===== config.mk =====
export PLATFORM = sky130hd
export DESIGN_NAME = lru_history_list
export DESIGN_NICKNAME = d
export VERILOG_FILES = /design/src/hw/rtl/lhl_pkg.sv /design/src/hw/rtl/lhl_ram.sv /design/src/hw/rtl/lru_history_list.sv
export SDC_FILE = /design/constraint.sdc
export NUM_CORES = 2
export LEC_CHECK = 0
export BUFFER_PORTS_ARGS = -buffer_cell sky130_fd_sc_hd__clkbuf_2
export CORE_MARGIN = 8
export CORE_UTILIZATION = 46
export DETAILED_ROUTE_END_ITERATION = 6
export PLACE_DENSITY = 0.61
export SLEW_MARGIN = 20
export SYNTH_ARGS = -nofsm -noshare
export SYNTH_HDL_FRONTEND = slang
export SYNTH_SLANG_ARGS = --single-unit

===== constraint.sdc =====
create_clock -name clk -period 14.1 [get_ports clk]
set_clock_uncertainty 0.15 [all_clocks]
set_input_delay 2.82 -clock clk [delete_from_list [all_inputs] [get_ports clk]]
set_output_delay 2.82 -clock clk [all_outputs]
set_load 0.01 [all_outputs]

===== src/hw/rtl/lhl_pkg.sv =====
// Shared types and constants for the LRU history list.
package lhl_pkg;

    localparam int MaxEntries = 16;
    localparam int IdxW       = $clog2(MaxEntries);
    localparam int CntW       = $clog2(MaxEntries + 1);

    localparam int KeyW   = 32;
    localparam int IdW    = 10;
    localparam int StampW = 32;
    localparam int AccW   = 16;
    localparam int OccW   = 5;
    localparam int CapW   = 5;

    localparam int EntryW   = KeyW + IdW + StampW + AccW;
    localparam int InDataW  = ((EntryW + 7) / 8) * 8;
    localparam int OutDataW = ((EntryW + OccW + 7) / 8) * 8;

    localparam logic [CapW-1:0] CapReset = CapW'(10);

    localparam logic ActInsert = 1'b0;
    localparam logic ActClear  = 1'b1;

    typedef struct packed {
        logic [AccW-1:0]   acc;
        logic [StampW-1:0] stamp;
        logic [IdW-1:0]    id;
        logic [KeyW-1:0]   key;
    } entry_t;

endpackage


===== src/hw/rtl/lhl_ram.sv =====
// Generic simple dual-port RAM with registered read.
module lhl_ram #(
    parameter int Width = 8,
    parameter int Depth = 16
) (
    input  logic                     clk,
    input  logic                     we,
    input  logic [$clog2(Depth)-1:0] waddr,
    input  logic [Width-1:0]         wdata,
    input  logic [$clog2(Depth)-1:0] raddr,
    output logic [Width-1:0]         rdata
);

    logic [Width-1:0] mem [Depth];

    always_ff @(posedge clk)
    begin
        if (we)
        begin
            mem[waddr] <= wdata;
        end
        rdata <= mem[raddr];
    end

endmodule


===== src/hw/rtl/lru_history_list.sv =====
// Top level of the LRU history list: move-to-front walk over an entry RAM.
// Each accepted item walks the entry RAM through its single read port, one stored entry per
// cycle; a clear or an insert into an empty list skips the walk. No new item is accepted
// until the previous result is loaded into the output register; a held result stalls the next.
// Reset: list empty, capacity 10; entry RAM contents are not cleared.
module lru_history_list import lhl_pkg::*; (
    input  logic                clk,
    input  logic                rst_n,
    input  logic                cfg_valid,
    output logic                cfg_ready,
    input  logic [CapW-1:0]     cfg_data,     // capacity
    input  logic                s_tvalid,
    output logic                s_tready,
    input  logic [InDataW-1:0]  s_tdata,      // page_key, page_id, access_time, access_count
    input  logic [0:0]          s_tuser,      // action
    output logic                m_tvalid,
    input  logic                m_tready,
    output logic [OutDataW-1:0] m_tdata,      // evicted_key, evicted_id, evicted_time,
                                              // evicted_count, occupancy
    output logic [1:0]          m_tuser       // hit, evicted
);

    typedef enum logic [1:0] {ST_IDLE, ST_WALK, ST_DONE} state_t;

    state_t                state_reg;
    logic [CapW-1:0]       cap_reg;
    logic [CntW-1:0]       total_reg;
    logic [IdxW-1:0]       idx_reg;
    logic                  hit_reg;
    logic                  clr_reg;
    logic [KeyW-1:0]       key_reg;
    entry_t                carry_reg;
    entry_t                last_reg;
    logic                  m_valid_reg;
    logic [OutDataW-1:0]   m_data_reg;
    logic [1:0]            m_user_reg;

    entry_t                rd_entry;
    entry_t                in_entry;
    entry_t                ev_entry;
    logic                  ram_we;
    logic [IdxW-1:0]       ram_waddr;
    logic [IdxW-1:0]       ram_raddr;
    logic                  match;
    logic                  at_end;
    logic                  out_free;
    logic                  out_load;
    logic                  s_fire;
    logic                  ev;
    logic [CntW:0]         n_val;
    logic [CntW:0]         n_final;
    logic [CntW:0]         cap_eff;

    assign cfg_ready = 1'b1;
    assign s_tready  = (state_reg == ST_IDLE);
    assign s_fire    = s_tvalid && s_tready;
    assign in_entry  = entry_t'(s_tdata[EntryW-1:0]);
    assign out_free  = !m_valid_reg || m_tready;
    assign out_load  = (state_reg == ST_DONE) && out_free;

    assign m_tvalid = m_valid_reg;
    assign m_tdata  = m_data_reg;
    assign m_tuser  = m_user_reg;

    assign match  = (rd_entry.key == key_reg);
    assign at_end = ((CntW'(idx_reg) + CntW'(1)) == total_reg);

    always_comb
    begin
        if (cap_reg == '0)
        begin
            cap_eff = (CntW+1)'(1);
        end
        else if (int'(cap_reg) > MaxEntries)
        begin
            cap_eff = (CntW+1)'(MaxEntries);
        end
        else
        begin
            cap_eff = (CntW+1)'(cap_reg);
        end
    end

    assign n_val    = hit_reg ? {1'b0, total_reg} : ({1'b0, total_reg} + (CntW+1)'(1));
    assign ev       = (n_val > cap_eff);
    assign n_final  = ev ? (n_val - (CntW+1)'(1)) : n_val;
    assign ev_entry = hit_reg ? last_reg : carry_reg;

    assign ram_we    = ((state_reg == ST_WALK) && !hit_reg)
                    || ((state_reg == ST_DONE) && !clr_reg && !hit_reg && !ev);
    assign ram_waddr = (state_reg == ST_WALK) ? idx_reg : total_reg[IdxW-1:0];
    assign ram_raddr = (state_reg == ST_WALK) ? (idx_reg + IdxW'(1)) : '0;

    lhl_ram #(
        .Width (EntryW),
        .Depth (MaxEntries)
    ) u_ram (
        .clk   (clk),
        .we    (ram_we),
        .waddr (ram_waddr),
        .wdata (carry_reg),
        .raddr (ram_raddr),
        .rdata (rd_entry)
    );

    always_ff @(posedge clk or negedge rst_n)
    begin
        if (!rst_n)
        begin
            state_reg   <= ST_IDLE;
            cap_reg     <= CapReset;
            total_reg   <= '0;
            idx_reg     <= '0;
            hit_reg     <= 1'b0;
            clr_reg     <= 1'b0;
            key_reg     <= '0;
            carry_reg   <= '0;
            last_reg    <= '0;
            m_valid_reg <= 1'b0;
            m_data_reg  <= '0;
            m_user_reg  <= '0;
        end
        else
        begin
            if (cfg_valid && cfg_ready)
            begin
                cap_reg <= cfg_data;
            end

            if (out_load)
            begin
                m_valid_reg <= 1'b1;
            end
            else if (m_valid_reg && m_tready)
            begin
                m_valid_reg <= 1'b0;
            end

            unique case (state_reg)
                ST_IDLE:
                begin
                    if (s_fire)
                    begin
                        clr_reg   <= (s_tuser[0] == ActClear);
                        key_reg   <= in_entry.key;
                        carry_reg <= in_entry;
                        hit_reg   <= 1'b0;
                        idx_reg   <= '0;
                        if ((s_tuser[0] == ActClear) || (total_reg == '0))
                        begin
                            state_reg <= ST_DONE;
                        end
                        else
                        begin
                            state_reg <= ST_WALK;
                        end
                    end
                end
                ST_WALK:
                begin
                    // shift toward the back until the first key match, then pass through
                    if (!hit_reg)
                    begin
                        if (match)
                        begin
                            hit_reg  <= 1'b1;
                            last_reg <= carry_reg;
                        end
                        else
                        begin
                            carry_reg <= rd_entry;
                        end
                    end
                    else
                    begin
                        last_reg <= rd_entry;
                    end
                    if (at_end)
                    begin
                        state_reg <= ST_DONE;
                    end
                    else
                    begin
                        idx_reg <= idx_reg + IdxW'(1);
                    end
                end
                ST_DONE:
                begin
                    if (out_free)
                    begin
                        state_reg   <= ST_IDLE;
                        if (clr_reg)
                        begin
                            m_data_reg <= '0;
                            m_user_reg <= '0;
                            total_reg  <= '0;
                        end
                        else
                        begin
                            m_user_reg <= {ev, hit_reg};
                            m_data_reg <= OutDataW'({OccW'(n_final), ev ? ev_entry : '0});
                            total_reg  <= n_final[CntW-1:0];
                        end
                    end
                end
                default:
                begin
                    state_reg <= ST_IDLE;
                end
            endcase
        end
    end

endmodule


== Word-level counts from Yosys, hierarchy flattened ==
Memory sizes are Yosys's and may differ from the RTL's. A register that Yosys moved wholly into a read port is not among the register bits.
Index checks and enable logic that the tools add are counted.
Operators by class
  add/subtract/negate cells: 4
  multiply operators: 0
  divide/modulo/power cells: 0
  magnitude comparators: 2
  equal/unequal tests: 10
  shift-type cells: 0
  mux-type cells: 33
  bitwise operators: 0
  reductions and logical operators: 27
Operator list (count)
  90-bit two-way mux: 7
  90-bit one-hot mux with 2 select lines: 1
  95-bit two-way mux: 1
  32-bit equality test: 1
  4-bit two-way mux: 4
  5-bit two-way mux: 3
  6-bit two-way mux: 2
  5-bit zero test: 2
  2-bit two-way mux: 5
  2-bit inequality test, second input constant: 5
  4-bit one-hot mux with 2 select lines: 1
  2-bit AND reduction: 4
  1-bit logical AND: 7
  1-bit two-way mux: 7
  5-bit by 1-bit adder with 6-bit output, second input constant: 1
  6-bit > comparator: 1
  2-bit one-hot mux with 3 select lines: 1
  3-bit AND reduction: 2
  2-bit nonzero test: 3
  4-bit by 1-bit adder with 5-bit output, second input constant: 1
  5-bit equality test: 1
  5-bit > comparator, second input constant: 1
  5-bit by 1-bit subtractor with 5-bit output, second input constant: 1
  4-bit by 1-bit adder with 4-bit output, second input constant: 1
  8 further kinds: 13
Storage, ports and cells
  register bits: 329
  latch bits: 0
  memory bits (writable): 1440
  ROM bits: 0
  input port bits: 107
  output and inout bits: 101
  word-level logic and storage cells: 95
  memories: 1
Memories
  u_ram.mem: words 16, bits a word 90, rd ports 1, clocked after Yosys merged registers in 1, wr ports 1, RTL line lhl_ram.sv:14  | logic [Width-1:0] mem [Depth];

== Longest topological paths before layout ==
  depth in word-level cells: 9
  gate-level depth with buffers: 12

== Cells and area by module ==
A second synthesis with hierarchy kept.
Unflattened totals
  cells, all modules: 3751
  area total of the unflattened synthesis: 70566.4 µm²
By module, submodules not included
  lhl_ram: instances 1, cells an instance 2306, area each 55584.6 µm², seq. area each 45043.2 µm²
  lru_history_list: instances 1, cells an instance 1445, area each 14981.9 µm², seq. area each 8085.3 µm²

== Least setup slack after synthesis ==
Ideal clock, no wire load.
  path kind: reg2reg
  from: register total_reg[2]
  to: memory u_ram.mem[3][0] (netlist name) (enable)
  library setup time: 0.760 ns
  data arrival time: 11.186 ns
  data required time: 13.190 ns
  path slack: 2.004 ns
  stages on the path, launching flop included: 13
  path buffers: 1
  clock period less this slack: 12.096 ns
  cells stage by stage: dfrtp_1 -> clkbuf_1 -> inv_1 -> or3_1 -> xnor2_1 -> inv_1 -> ha_1 -> a21o_1 -> a21oi_1 -> a32oi_1 -> nor2_1 -> a22oi_1 -> nor4_1
Between the ends
  word-level cells in the longest chain between the ends: 8
  elaborated cells on any way between the ends: 9
  those cells by class: add/sub: 1; order compare: 1; mux: 4; reduce/logical: 3
Ends and longest elaborated chain
  start: declaration: RTL line lru_history_list.sv:27  | logic [CntW-1:0] total_reg;
  start signal: assignment: RTL line lru_history_list.sv:202  | total_reg <= n_final[CntW-1:0];
  5-bit by 1-bit adder with 6-bit output: RTL line lru_history_list.sv:84  | assign n_val = hit_reg ? {1'b0, total_reg} : ({1'b0, total_reg} + (CntW+1)'(1));
  6-bit two-way mux: RTL line lru_history_list.sv:84
  6-bit > comparator: RTL line lru_history_list.sv:85  | assign ev = (n_val > cap_eff);
  1-bit zero test: RTL line lru_history_list.sv:90  | || ((state_reg == ST_DONE) && !clr_reg && !hit_reg && !ev);
  1-bit logical AND: RTL line lru_history_list.sv:90
  1-bit logical OR: RTL line lru_history_list.sv:90
  1-bit two-way mux: RTL line lhl_ram.sv:18  | if (we)
  1-bit two-way mux (implied by the code): RTL line lhl_ram.sv:20  | mem[waddr] <= wdata;
  end: declaration: RTL line lhl_ram.sv:14
Several ways; a longest one is shown, not always the timed one.

== Worst setup path in the final report ==
  from: register hit_reg
  to: memory u_ram.mem[0][13] (netlist name) (enable)
Between the ends
  word-level cells in the longest chain between the ends: 7
  elaborated cells on any way between the ends: 10
  those cells by class: order compare: 1; mux: 3; reduce/logical: 6
Ends and longest elaborated chain
  start: declaration: RTL line lru_history_list.sv:29  | logic hit_reg;
  start signal: assignment: RTL line lru_history_list.sv:114  | hit_reg <= 1'b0;
  start signal: assignment: RTL line lru_history_list.sv:147  | hit_reg <= 1'b0;
  start signal: assignment: RTL line lru_history_list.sv:166  | hit_reg <= 1'b1;
  6-bit two-way mux: RTL line lru_history_list.sv:84
  6-bit > comparator: RTL line lru_history_list.sv:85
  1-bit zero test: RTL line lru_history_list.sv:90
  1-bit logical AND: RTL line lru_history_list.sv:90
  1-bit logical OR *: RTL line lru_history_list.sv:90
  1-bit two-way mux *: RTL line lhl_ram.sv:18
  1-bit two-way mux (implied by the code) *: RTL line lhl_ram.sv:20
Every way passes the cells marked *; elsewhere a longest branch is shown, timed or not.

==> results.sh <==
export IMPL_layout_commonest_cell="edfxtp_1"
export IMPL_grt_pass1_vias=42622
export IMPL_period_minus_slack_ns=6.76
export IMPL_power_density_nw_per_um2=211
export IMPL_final_cell_mix="1,440 x edfxtp_1, 616 x nand2_1, 342 x o22ai_1"
export IMPL_port_buffers=199
export IMPL_cp_arrival_ns=7.04
export IMPL_final_core_util_pct=52.1
export IMPL_fin_nets=4873
export IMPL_status="finished clean"
export IMPL_synth_edff_count=1440
export IMPL_grt_pass1_wl_um=291000
export IMPL_synth_nets=4727
export IMPL_largest_reg_flops=1440
export IMPL_maxCapViolations=0
export IMPL_cts_buffers=187
export IMPL_cts_buffer_depth=3
export IMPL_totalWireLength_um=199000
export IMPL_setup_tns_ns=0
export IMPL_postCtsSetupBuffers=0
export IMPL_crit_type="reg2reg"
export IMPL_io_pins=208
export IMPL_cts_hold_buf=0
export IMPL_die_w_um=411
export IMPL_cts_sinks=1853
export IMPL_grt_usage_pct=23.1
export IMPL_worst_pin_slew_ns=1.20
export IMPL_final_cells=6982
export IMPL_start_util_pct=46.1
export IMPL_post_cts_resized=0
export IMPL_syn_inst=4611
export IMPL_rsz0062_at_grt="false"
export IMPL_tritoncts="built"
export IMPL_crit_fanout=40
export IMPL_clk_pin_slew_ns=0.06
export IMPL_rows=145
export IMPL_die_h_um=411
export IMPL_synth_seq_cells=1853
export IMPL_setup_viol=0
export IMPL_postRouteAntennaNets=0
export IMPL_cts_root_buf="clkbuf_16"
export IMPL_grt_max_degree=137
export IMPL_slew_violations=0
export IMPL_synth_area_top_cells="edfxtp_1 60%, dfrtp_1 11%, mux4_2 4.8%, nand2_1 3.3%, o22ai_1 3.0%"
export IMPL_largest_register="u_ram.mem"
export IMPL_cp_end_kind="flop"
export IMPL_fin_hold_ws_ns=0.325
export IMPL_viasPerCell=6.15
export IMPL_dpl_instance_area_um2=74900
export IMPL_gp_congestion=0.755
export IMPL_clk_latency_ns=0.83
export IMPL_ys_seq_area_share_pct=74.0
export IMPL_cp_data_required_time_ns=14.38
export IMPL_area_growth_pct=12.9
export IMPL_hp_class="reg2reg"
export IMPL_antenna_found_initial=10
export IMPL_p_leak_uw=0.0276
export IMPL_drc=0
export IMPL_final_hold_viol_count=0
export IMPL_drive_gt1_share_pct=16.1
export IMPL_drt_iter0_markers=5041
export IMPL_fmax_mhz=148
export IMPL_synth_top_cell_area_share_pct=60.2
export IMPL_syn_area_per_cell_um2=15.6
export IMPL_synthArstFlopShare_pct=17.4
export IMPL_numPlacedInstances=6626
export IMPL_yosysWarningCount=0
export IMPL_routedWlPerCell_um=28.5
export IMPL_cts_htree_levels=4
export IMPL_dr_pass1_iters=6
export IMPL_core_um2=156000
export IMPL_overflow=0
export IMPL_final_area_um2=81000
export IMPL_ir_drop_mv=0.142
export IMPL_vias=42952
export IMPL_synth_distinct_cells=58
export IMPL_slew_headroom_pct=19.7
export IMPL_critPathLaunchType="flop"
export IMPL_fin_crit_sh_pct=47.9
export IMPL_hpwl_um=103000
export IMPL_dieArea_um2=169000
export IMPL_yosys_area_top_type="edfxtp_1"
export IMPL_synth_main_ff_cell="edfxtp_1"
export IMPL_synth_area_um2=71800
[kinds of logic after synthesis]
logic type / synth area share [%]
buffers and inverters: 2.15
AO/OA/AOI/OAI: 8.28
XOR/XNOR: 0.571
multiplexers: 8.64
AND/OR/NAND/NOR: 6.21
other: 0.0105
adder cells (fa/ha/maj): 0.171
flip-flops: 74.0
[per-layer routing]
| layer | up-vias | GRT usage (%) | part of all wire, % |
|---|---|---|---|
| met5 | - | 0 | 0.0065 |
| met4 | 2 | 6.26 | 2.4 |
| met3 | 300 | 4.04 | 7.7 |
| met2 | 1796 | 37.0 | 47 |
| met1 | 22558 | 32.8 | 43 |
| li1 | 18296 | - | - |
[metrics by stage]
step	power, uW	worst slack, ns
2_1_floorplan	10700	2.00
3_3_place_gp	12100	7.35
3_5_place_dp	12200	7.35
4_1_cts	17200	7.33
5_1_grt	17800	7.04
6_report	17100	7.34
[cells in the mapped netlist, drive strengths merged, types with 54 or more instances]
cell type	instances
mux2i	137
mux4	152
edfxtp	1440
nand2	622
nor3	112
dfxtp	90
clkbuf	197
o221ai	136
a311oi	66
and3	54
o21ai	109
dfrtp	321
nor2	129
mux2	125
buf	136
o22ai	342
a21oi	132
[layout make-up]
class	count	area, um^2
antenna	4	10.0
clock buffer	265	5170
clock inverter	87	996
fill	12767	74600
inverter	11	43.8
multi-input combinational	2414	17400
sequential	1853	53100
tap	2058	2570
timing repair buffer	290	1730
[worst max-delay path, stage by stage (launching register included)]
cell and delay (ns):
dfrtp_4 0.77, or3_1 0.54, xnor2_1 0.24, inv_1 0.08
ha_1 0.29, a21o_1 0.18, a21oi_1 0.15, a32oi_1 0.23
o41ai_1 0.58, nand3_1 0.48, nor2_4 0.99, buf_4 0.68
buf_4 0.80
[worst paths after layout]
kind | startpoint | end | slack (ns) | cells after the start
max | hit_reg | u_ram.mem[0][13] | 7.34 | 12
min | m_tuser[1] | m_tuser[1] | 0.33 | 2
min in group asynchronous | rst_n | last_reg[70] | 1.80 | 1
min reg2reg | m_tuser[1] | m_tuser[1] | 0.33 | 2
max reg2reg | hit_reg | u_ram.mem[0][13] | 7.34 | 12
max in group asynchronous | rst_n | m_tdata[10] | 9.83 | 3
[power by group]
group	internal (uW)	leakage, uW	total, uW	switching [uW]
registers	7430	0.0180	8410	981
logic	1310	0.00669	3680	2370
clock network	2840	0.00300	4970	2130
No activity file was read; power rests on OpenSTA's default activity.
